## config.mk

```make
export PLATFORM = sky130hd
export DESIGN_NAME = positional_list_engine
export DESIGN_NICKNAME = d
export VERILOG_FILES = /design/src/rtl/core/ple_pkg.sv /design/src/rtl/core/positional_list_engine.sv /design/src/rtl/core/ple_ram.sv /design/src/rtl/core/ple_ctrl.sv
export SDC_FILE = /design/constraint.sdc
export NUM_CORES = 1
export LEC_CHECK = 0
export BUFFER_PORTS_ARGS = -buffer_cell sky130_fd_sc_hd__clkbuf_2
export CAP_MARGIN = 30
export CORE_ASPECT_RATIO = 0.75
export CORE_MARGIN = 4
export CORE_UTILIZATION = 35
export DETAILED_ROUTE_END_ITERATION = 8
export SYNTH_ARGS = -nofsm -noshare
export SYNTH_HDL_FRONTEND = slang
export SYNTH_SLANG_ARGS = --single-unit
```

## constraint.sdc

```tcl
create_clock -name clk -period 6.2 [get_ports clk]
set_input_delay 0 -clock clk [delete_from_list [all_inputs] [get_ports clk]]
set_output_delay 0 -clock clk [all_outputs]
set_load 0.1 [all_outputs]
```

## src/rtl/core/ple_pkg.sv

```systemverilog
// Shared types and codes for the positional list engine.
package ple_pkg;

    localparam int CAPACITY_DEFAULT = 32;

    localparam int VALUE_W = 32;
    localparam int POS_W   = 6;
    localparam int OP_W    = 3;
    localparam int STAT_W  = 2;
    localparam int CNT_W   = 6;

    localparam int S_DATA_W = 40;
    localparam int M_DATA_W = 40;

    localparam logic [OP_W-1:0] OP_INS_FRONT = 3'd0;
    localparam logic [OP_W-1:0] OP_INS_BACK  = 3'd1;
    localparam logic [OP_W-1:0] OP_INS_POS   = 3'd2;
    localparam logic [OP_W-1:0] OP_DEL_FRONT = 3'd3;
    localparam logic [OP_W-1:0] OP_DEL_BACK  = 3'd4;
    localparam logic [OP_W-1:0] OP_DEL_POS   = 3'd5;
    localparam logic [OP_W-1:0] OP_DUMP      = 3'd6;

    localparam logic [STAT_W-1:0] ST_OK     = 2'd0;
    localparam logic [STAT_W-1:0] ST_BADPOS = 2'd1;
    localparam logic [STAT_W-1:0] ST_FULL   = 2'd2;
    localparam logic [STAT_W-1:0] ST_EMPTY  = 2'd3;

    typedef struct packed {
        logic [STAT_W-1:0]  status;
        logic [CNT_W-1:0]   count;
        logic [VALUE_W-1:0] element;
        logic               last;
    } result_t;

endpackage

```

## src/rtl/core/positional_list_engine.sv

```systemverilog
// Top level of the positional list engine.
//
// Ordered list of up to CAPACITY signed 32-bit values held in a single-port-write,
// registered-read RAM. One command transaction on the s_ channel (op in s_tuser,
// value and position in s_tdata) yields result transactions on the m_ channel.
// Insert/delete ops give one result (status, new count, tlast set); dump gives one
// result per stored value in list order with tlast on the final one, or a single
// tlast result when the list is empty.
//
// A command that moves entries goes through S_SHIFT and S_DRAIN to S_FINISH; other
// insert/delete ops go straight to S_FINISH. Entries move one per cycle, read and written
// back through the RAM port pair, so a mid-list insert or delete shifts the list tail.
// Dump streams one value per cycle while m_tready is high, after a registered read of
// entry 0. One command is in flight at a time: s_tready is high only while idle.
//
// Reset clears the count, state and flags; the RAM contents are not cleared and
// need not be. When m_tready is low the result register holds and S_FINISH
// and S_DUMP wait; a finished result may wait while the next command is taken.
module positional_list_engine
    import ple_pkg::*;
#(
    parameter int CAPACITY = CAPACITY_DEFAULT
)
(
    input  logic                clk,
    input  logic                rst_n,
    input  logic                s_tvalid,
    output logic                s_tready,
    input  logic [S_DATA_W-1:0] s_tdata,   // value[31:0], position[37:32], zero[39:38]
    input  logic [OP_W-1:0]     s_tuser,   // op[2:0]
    output logic                m_tvalid,
    input  logic                m_tready,
    output logic [M_DATA_W-1:0] m_tdata,   // status[1:0], count[7:2], element[39:8]
    output logic                m_tlast
);

    localparam int AW = $clog2(CAPACITY);

    logic               rd_en;
    logic [AW-1:0]      rd_addr;
    logic [VALUE_W-1:0] rd_data;
    logic               wr_en;
    logic [AW-1:0]      wr_addr;
    logic [VALUE_W-1:0] wr_data;
    result_t            res;

    ple_ctrl #(
        .CAPACITY (CAPACITY),
        .AW       (AW)
    ) u_ctrl (
        .clk       (clk),
        .rst_n     (rst_n),
        .in_valid  (s_tvalid),
        .in_ready  (s_tready),
        .op        (s_tuser),
        .value     (s_tdata[VALUE_W-1:0]),
        .position  (s_tdata[VALUE_W+POS_W-1:VALUE_W]),
        .rd_en     (rd_en),
        .rd_addr   (rd_addr),
        .rd_data   (rd_data),
        .wr_en     (wr_en),
        .wr_addr   (wr_addr),
        .wr_data   (wr_data),
        .out_valid (m_tvalid),
        .out_ready (m_tready),
        .out_res   (res)
    );

    ple_ram #(
        .DEPTH (CAPACITY),
        .AW    (AW)
    ) u_ram (
        .clk     (clk),
        .rd_en   (rd_en),
        .rd_addr (rd_addr),
        .rd_data (rd_data),
        .wr_en   (wr_en),
        .wr_addr (wr_addr),
        .wr_data (wr_data)
    );

    assign m_tdata = {res.element, res.count, res.status};
    assign m_tlast = res.last;

endmodule

```

## src/rtl/core/ple_ram.sv

```systemverilog
// Entry store: one write port, one registered read port.
module ple_ram
    import ple_pkg::*;
#(
    parameter int DEPTH = CAPACITY_DEFAULT,
    parameter int AW    = $clog2(DEPTH)
)
(
    input  logic               clk,
    input  logic               rd_en,
    input  logic [AW-1:0]      rd_addr,
    output logic [VALUE_W-1:0] rd_data,
    input  logic               wr_en,
    input  logic [AW-1:0]      wr_addr,
    input  logic [VALUE_W-1:0] wr_data
);

    logic [VALUE_W-1:0] mem [DEPTH];
    logic [VALUE_W-1:0] rd_data_reg;

    always_ff @(posedge clk)
    begin
        if (wr_en)
        begin
            mem[wr_addr] <= wr_data;
        end
    end

    always_ff @(posedge clk)
    begin
        if (rd_en)
        begin
            rd_data_reg <= mem[rd_addr];
        end
    end

    assign rd_data = rd_data_reg;

endmodule

```

## src/rtl/core/ple_ctrl.sv

```systemverilog
// Sequencer: decode, entry shifting through the store, dump and result register.
module ple_ctrl
    import ple_pkg::*;
#(
    parameter int CAPACITY = CAPACITY_DEFAULT,
    parameter int AW       = $clog2(CAPACITY)
)
(
    input  logic               clk,
    input  logic               rst_n,
    input  logic               in_valid,
    output logic               in_ready,
    input  logic [OP_W-1:0]    op,
    input  logic [VALUE_W-1:0] value,
    input  logic [POS_W-1:0]   position,
    output logic               rd_en,
    output logic [AW-1:0]      rd_addr,
    input  logic [VALUE_W-1:0] rd_data,
    output logic               wr_en,
    output logic [AW-1:0]      wr_addr,
    output logic [VALUE_W-1:0] wr_data,
    output logic               out_valid,
    input  logic               out_ready,
    output result_t            out_res
);

    localparam int CW = $clog2(CAPACITY + 1);
    localparam int PW = ((CW > POS_W) ? CW : POS_W) + 1;
    localparam logic [CW-1:0] CAP_C = CW'(CAPACITY);

    localparam logic [2:0] S_IDLE   = 3'd0;
    localparam logic [2:0] S_SHIFT  = 3'd1;
    localparam logic [2:0] S_DRAIN  = 3'd2;
    localparam logic [2:0] S_FINISH = 3'd3;
    localparam logic [2:0] S_DUMP   = 3'd4;

    logic [2:0]         state_reg, state_next;
    logic [CW-1:0]      count_reg, count_next;
    logic [AW-1:0]      ptr_reg, ptr_next;
    logic [AW-1:0]      end_reg, end_next;
    logic               up_reg, up_next;
    logic               pend_reg, pend_next;
    logic [AW-1:0]      pend_addr_reg, pend_addr_next;
    logic               fin_wr_reg, fin_wr_next;
    logic [AW-1:0]      fin_addr_reg, fin_addr_next;
    logic [VALUE_W-1:0] fin_data_reg, fin_data_next;
    logic [STAT_W-1:0]  status_reg, status_next;
    logic               out_valid_reg, out_valid_next;
    result_t            out_reg, out_next;

    logic               slot_free;
    logic               full, empty;
    logic [PW-1:0]      posx, nx, pos_m1;
    logic               ins_pos_ok, del_pos_ok;
    logic [CW-1:0]      n_m1, ptr_p1;
    logic [AW-1:0]      idx;
    logic               dump_last;

    always_comb
    begin
        slot_free  = !out_valid_reg || out_ready;
        full       = (count_reg == CAP_C);
        empty      = (count_reg == '0);
        posx       = PW'(position);
        nx         = PW'(count_reg);
        pos_m1     = posx - PW'(1);
        ins_pos_ok = (posx != '0) && (posx <= nx + PW'(1));
        del_pos_ok = (posx != '0) && (posx <= nx);
        n_m1       = count_reg - CW'(1);
        ptr_p1     = CW'(ptr_reg) + CW'(1);
        dump_last  = (ptr_p1 == count_reg);

        case (op)
            OP_INS_FRONT: idx = '0;
            OP_INS_BACK:  idx = count_reg[AW-1:0];
            OP_INS_POS:   idx = pos_m1[AW-1:0];
            OP_DEL_FRONT: idx = '0;
            OP_DEL_BACK:  idx = n_m1[AW-1:0];
            OP_DEL_POS:   idx = pos_m1[AW-1:0];
            default:      idx = '0;
        endcase
    end

    always_comb
    begin
        state_next     = state_reg;
        count_next     = count_reg;
        ptr_next       = ptr_reg;
        end_next       = end_reg;
        up_next        = up_reg;
        pend_next      = pend_reg;
        pend_addr_next = pend_addr_reg;
        fin_wr_next    = fin_wr_reg;
        fin_addr_next  = fin_addr_reg;
        fin_data_next  = fin_data_reg;
        status_next    = status_reg;
        out_valid_next = out_valid_reg;
        out_next       = out_reg;

        rd_en   = 1'b0;
        rd_addr = ptr_reg;
        wr_en   = 1'b0;
        wr_addr = pend_addr_reg;
        wr_data = rd_data;

        if (out_valid_reg && out_ready)
        begin
            out_valid_next = 1'b0;
        end

        case (state_reg)
            S_IDLE:
            begin
                if (in_valid)
                begin
                    status_next = ST_OK;
                    fin_wr_next = 1'b0;
                    state_next  = S_FINISH;
                    case (op)
                        OP_INS_FRONT, OP_INS_BACK, OP_INS_POS:
                        begin
                            if (full)
                            begin
                                status_next = ST_FULL;
                            end
                            else if (op == OP_INS_POS && !ins_pos_ok)
                            begin
                                status_next = ST_BADPOS;
                            end
                            else
                            begin
                                count_next    = count_reg + CW'(1);
                                fin_wr_next   = 1'b1;
                                fin_addr_next = idx;
                                fin_data_next = value;
                                if (CW'(idx) < count_reg)
                                begin
                                    ptr_next   = n_m1[AW-1:0];
                                    end_next   = idx;
                                    up_next    = 1'b0;
                                    pend_next  = 1'b0;
                                    state_next = S_SHIFT;
                                end
                            end
                        end
                        OP_DEL_FRONT, OP_DEL_BACK, OP_DEL_POS:
                        begin
                            if (empty)
                            begin
                                status_next = ST_EMPTY;
                            end
                            else if (op == OP_DEL_POS && !del_pos_ok)
                            begin
                                status_next = ST_BADPOS;
                            end
                            else
                            begin
                                count_next = n_m1;
                                if (CW'(idx) + CW'(1) < count_reg)
                                begin
                                    ptr_next   = idx + AW'(1);
                                    end_next   = n_m1[AW-1:0];
                                    up_next    = 1'b1;
                                    pend_next  = 1'b0;
                                    state_next = S_SHIFT;
                                end
                            end
                        end
                        OP_DUMP:
                        begin
                            if (!empty)
                            begin
                                rd_en      = 1'b1;
                                rd_addr    = '0;
                                ptr_next   = '0;
                                state_next = S_DUMP;
                            end
                        end
                        default:
                        begin
                            status_next = ST_OK;
                        end
                    endcase
                end
            end
            S_SHIFT:
            begin
                rd_en          = 1'b1;
                rd_addr        = ptr_reg;
                wr_en          = pend_reg;
                pend_next      = 1'b1;
                pend_addr_next = up_reg ? (ptr_reg - AW'(1)) : (ptr_reg + AW'(1));
                if (ptr_reg == end_reg)
                begin
                    state_next = S_DRAIN;
                end
                else
                begin
                    ptr_next = up_reg ? (ptr_reg + AW'(1)) : (ptr_reg - AW'(1));
                end
            end
            S_DRAIN:
            begin
                wr_en      = pend_reg;
                pend_next  = 1'b0;
                state_next = S_FINISH;
            end
            S_FINISH:
            begin
                if (slot_free)
                begin
                    wr_en            = fin_wr_reg;
                    wr_addr          = fin_addr_reg;
                    wr_data          = fin_data_reg;
                    out_valid_next   = 1'b1;
                    out_next.status  = status_reg;
                    out_next.count   = CNT_W'(count_reg);
                    out_next.element = '0;
                    out_next.last    = 1'b1;
                    state_next       = S_IDLE;
                end
            end
            S_DUMP:
            begin
                if (slot_free)
                begin
                    out_valid_next   = 1'b1;
                    out_next.status  = ST_OK;
                    out_next.count   = CNT_W'(count_reg);
                    out_next.element = rd_data;
                    out_next.last    = dump_last;
                    if (dump_last)
                    begin
                        state_next = S_IDLE;
                    end
                    else
                    begin
                        rd_en    = 1'b1;
                        rd_addr  = ptr_reg + AW'(1);
                        ptr_next = ptr_reg + AW'(1);
                    end
                end
            end
            default:
            begin
                state_next = S_IDLE;
            end
        endcase
    end

    always_ff @(posedge clk or negedge rst_n)
    begin
        if (!rst_n)
        begin
            state_reg     <= S_IDLE;
            count_reg     <= '0;
            pend_reg      <= 1'b0;
            fin_wr_reg    <= 1'b0;
            out_valid_reg <= 1'b0;
        end
        else
        begin
            state_reg     <= state_next;
            count_reg     <= count_next;
            pend_reg      <= pend_next;
            fin_wr_reg    <= fin_wr_next;
            out_valid_reg <= out_valid_next;
        end
    end

    always_ff @(posedge clk)
    begin
        ptr_reg       <= ptr_next;
        end_reg       <= end_next;
        up_reg        <= up_next;
        pend_addr_reg <= pend_addr_next;
        fin_addr_reg  <= fin_addr_next;
        fin_data_reg  <= fin_data_next;
        status_reg    <= status_next;
        out_reg       <= out_next;
    end

    assign in_ready  = (state_reg == S_IDLE);
    assign out_valid = out_valid_reg;
    assign out_res   = out_reg;

endmodule

```

==> results.json <==
{
  "yosys.area.top_type": "edfxtp_1",
  "ir_worst_vdd_uv": 468.1,
  "slowest_delay_ns": 0.66,
  "cp-end-kind": "flop",
  "die_y_um": 324.6,
  "synth_seq_area_share": 0.7458,
  "crit_path_max_fanout": 10,
  "slew_headroom": 0.2861,
  "max_cap_viol_count": 0,
  "leakagePower_nw": 18.34,
  "initial_core_util": 0.3546,
  "dp.final_hpwl_mm": 66.50,
  "crit_top_cell": "ha_1",
  "status": "complete, no violations",
  "grt.total_usage": 0.1700,
  "ys_ff_latch": 1164,
  "clk_pin_slew_worst_paths_ns": 0.06,
  "ant_nets": 0,
  "yosys_warnings": 0,
  "grt_pass1_wl_mm": 176.0,
  "overflow": 0,
  "max_freq_mhz": 204.2,
  "drtIter0Drc": 2660,
  "critical_path.cell_chain": "inv_1 -> ha_1 -> inv_1 -> a22oi_1 -> o22ai_1 -> ha_1 -> nand3_1 -> xnor2_1 -> ha_1 -> a21o_1 -> and2_1 -> a31oi_1 -> o21ai_0 -> or4_1 -> o21ai_0",
  "rsz0062_at_grt": "no",
  "synth_area_leaders": "edfxtp_1 (74%), mux2i_1 (11%), a22oi_1 (4.2%), nand3_1 (1.6%), mux2_2 (0.79%)",
  "num-fill-cells": 11720,
  "drt-total-wl_mm": 121.5,
  "vias_per_cell": 5.381,
  "synth_top_area_share": 0.7394,
  "firstDrtPassIters": 5,
  "hold_class": "primary input to flop",
  "die_x_um": 430.2,
  "tritoncts": "built",
  "synth.avg_cell_area_um2": 17.14,
  "gp_congestion": 0.8152,
  "grt_antenna_before_repair": 1,
  "tns_ns": 0,
  "vias": 25580,
  "fin_util": 0.4083,
  "grt_max_degree": 128,
  "crit_type": "flop to flop",
  "cp.arrival_ns": 5.25,
  "regArea_um2": 34890,
  "synth_edf_count": 1152,
  "yosysUniqueCellTypes": 64,
  "dp_slack_ns": 1.472,
  "async_flop_share": 0.01031,
  "hold_violations": 0,
  "multi_input_area_um2": 11310,
  "tightest_slew_ns": 1.060,
  "cts-root-buf": "clkbuf_16",
  "start_kind": "flop",
  "dieArea_um2": 139700,
  "finalSetupViolations": 0,
  "fin_nets": 2989,
  "synth_fp_nets": 2804,
  "numCtsBuffers": 115,
  "synth_commonest_cells": "edfxtp_1 (1,152), mux2i_1 (521), a22oi_1 (260)",
  "grt_pass1_vias": 24840,
  "largest_register": "u_ram.mem",
  "crit_slowest_cell": "dfrtp_1",
  "crit_required_ns": 6.55,
  "yosys.cell_count.top_type": "edfxtp_1",
  "largest_register_ffs": 1024,
  "clock-sinks": 1164,
  "port_buffers": 87,
  "wl_per_cell_um": 25.56,
  "period_share": 0.7898,
  "synth_top_flop_cell": "edfxtp_1",
  "drv_slew": 0,
  "synth_area_um2": 46790,
  "synthCells": 2729,
  "drive_above_1_share": 0.1331,
  "finalCriticalPeriod_ns": 4.897,
  "io_pins": 90,
  "fin_worst_skew_ns": 0.02937,
  "row_count": 115,
  "setup_ws_ns": 1.303,
  "power_density_nw_per_um2": 500.7,
  "core_um2": 131900,
  "clock_path_buffers": 3,
  "clk_latency_ns": 0.73,
  "route.detailed.drc": 0,
  "htree_levels": 3,
  "area_growth_pct": 15.15
}
critical path, delay by kind of cell, from the launching register on:
kind	cells	cell delay, ns
compound gates	6	1.57
xor+xnor	1	0.19
fa+ha+maj	3	0.86
buf+inv	2	0.45
flops	1	0.66
simple gates	3	0.78
repair_timing:
item / CTS / global route
gates resized for setup: 0 / 0
hold buffers: 66 / 0
endpoints found under the setup margin: 0 / 0
hold endpoints to repair: 65 / 0
buffers inserted: 0 / 0
report_power, final:
| group | switching, mW | leakage (nW) | internal, mW |
|---|---|---|---|
| combinational | 6.35 | 6.09 | 2.73 |
| sequential | 0.431 | 10.6 | 11.0 |
| clock | 2.92 | 1.68 | 3.56 |
layer usage:
| layer | share of wire | up-vias | global-route usage |
|---|---|---|---|
| met3 | 0.063 | 175 | 0.02830 |
| li1 | - | 11300 | - |
| met1 | 0.45 | 13240 | 0.2459 |
| met2 | 0.46 | 867 | 0.2676 |
| met5 | 0 | - | 0 |
| met4 | 0.022 | 0 | 0.04251 |
final timing paths:
| kind | to | slack (ns) | depth (start not counted) | startpoint |
|---|---|---|---|---|
| min in group asynchronous | u_ctrl.count_reg[0] | 0.42 | 3 | rst_n |
| min | u_ctrl.fin_data_reg[31] | 0.05 | 2 | s_tdata[31] |
| max in group asynchronous | u_ctrl.count_reg[5] | 5.34 | 3 | rst_n |
| min reg2reg | u_ctrl.fin_wr_reg | 0.51 | 1 | u_ctrl.fin_wr_reg |
| max reg2reg | u_ctrl.ptr_reg[1] | 1.30 | 15 | u_ctrl.count_reg[0] |
| max | u_ctrl.ptr_reg[1] | 1.30 | 15 | u_ctrl.count_reg[0] |
cells by family (layout without fill, tap and decap cells):
logic type | Yosys count | count (layout) | synth area share
XOR/XNOR | 34 | 34 | 0.006365
flip-flops | 1164 | 1164 | 0.7458
adder cells (fa/ha/maj) | 28 | 28 | 0.007488
AO/OA/AOI/OAI | 373 | 373 | 0.05870
buffers and inverters | 188 | 457 | 0.01960
other | 0 | 1 | 0
multiplexers | 554 | 554 | 0.1194
AND/OR/NAND/NOR | 388 | 388 | 0.04265
placed cells by master, fill, tap and decap left out, types with 26 or more instances in the layout:
cell type      instances
nand3_1              145
edfxtp_1            1152
clkinv_1              28
nand2_1               26
nand4_1               35
clkbuf_1              27
nor2_4                35
and3_1                37
buf_4                 57
ha_1                  28
mux2i_1              521
a22oi_1              260
mux2_2                33
nor2_1                42
dlygate4sd3_1         66
clkbuf_2              87
clkbuf_16            115
through the flow:
stage | instances | hold WS (ns) | instance area [µm²] | power [mW]
floorplan | 2729 | -0.2956 | 46790 | 17.51
global placement | 4478 | -0.06190 | 49600 | 20.49
detailed placement | 4485 | -0.06934 | 49750 | 20.61
CTS | 4752 | 0.0008071 | 53850 | 27.13
global route | 4754 | 0.02680 | 53870 | 28.18
finish | 4754 | 0.05169 | 53870 | 26.98
final cells by class:
| cell class | instances | area share |
|---|---|---|
| flip-flops and latches | 1164 | 0.6477 |
| well taps | 1755 | 0.04076 |
| inverters | 26 | 0.001812 |
| repair buffers | 230 | 0.03600 |
| clock inverters | 59 | 0.008523 |
| multi-input cells | 1377 | 0.2099 |
| diodes | 1 | 0.00004645 |
| clock buffers | 142 | 0.05530 |
No activity file was read; power rests on OpenSTA's default activity.
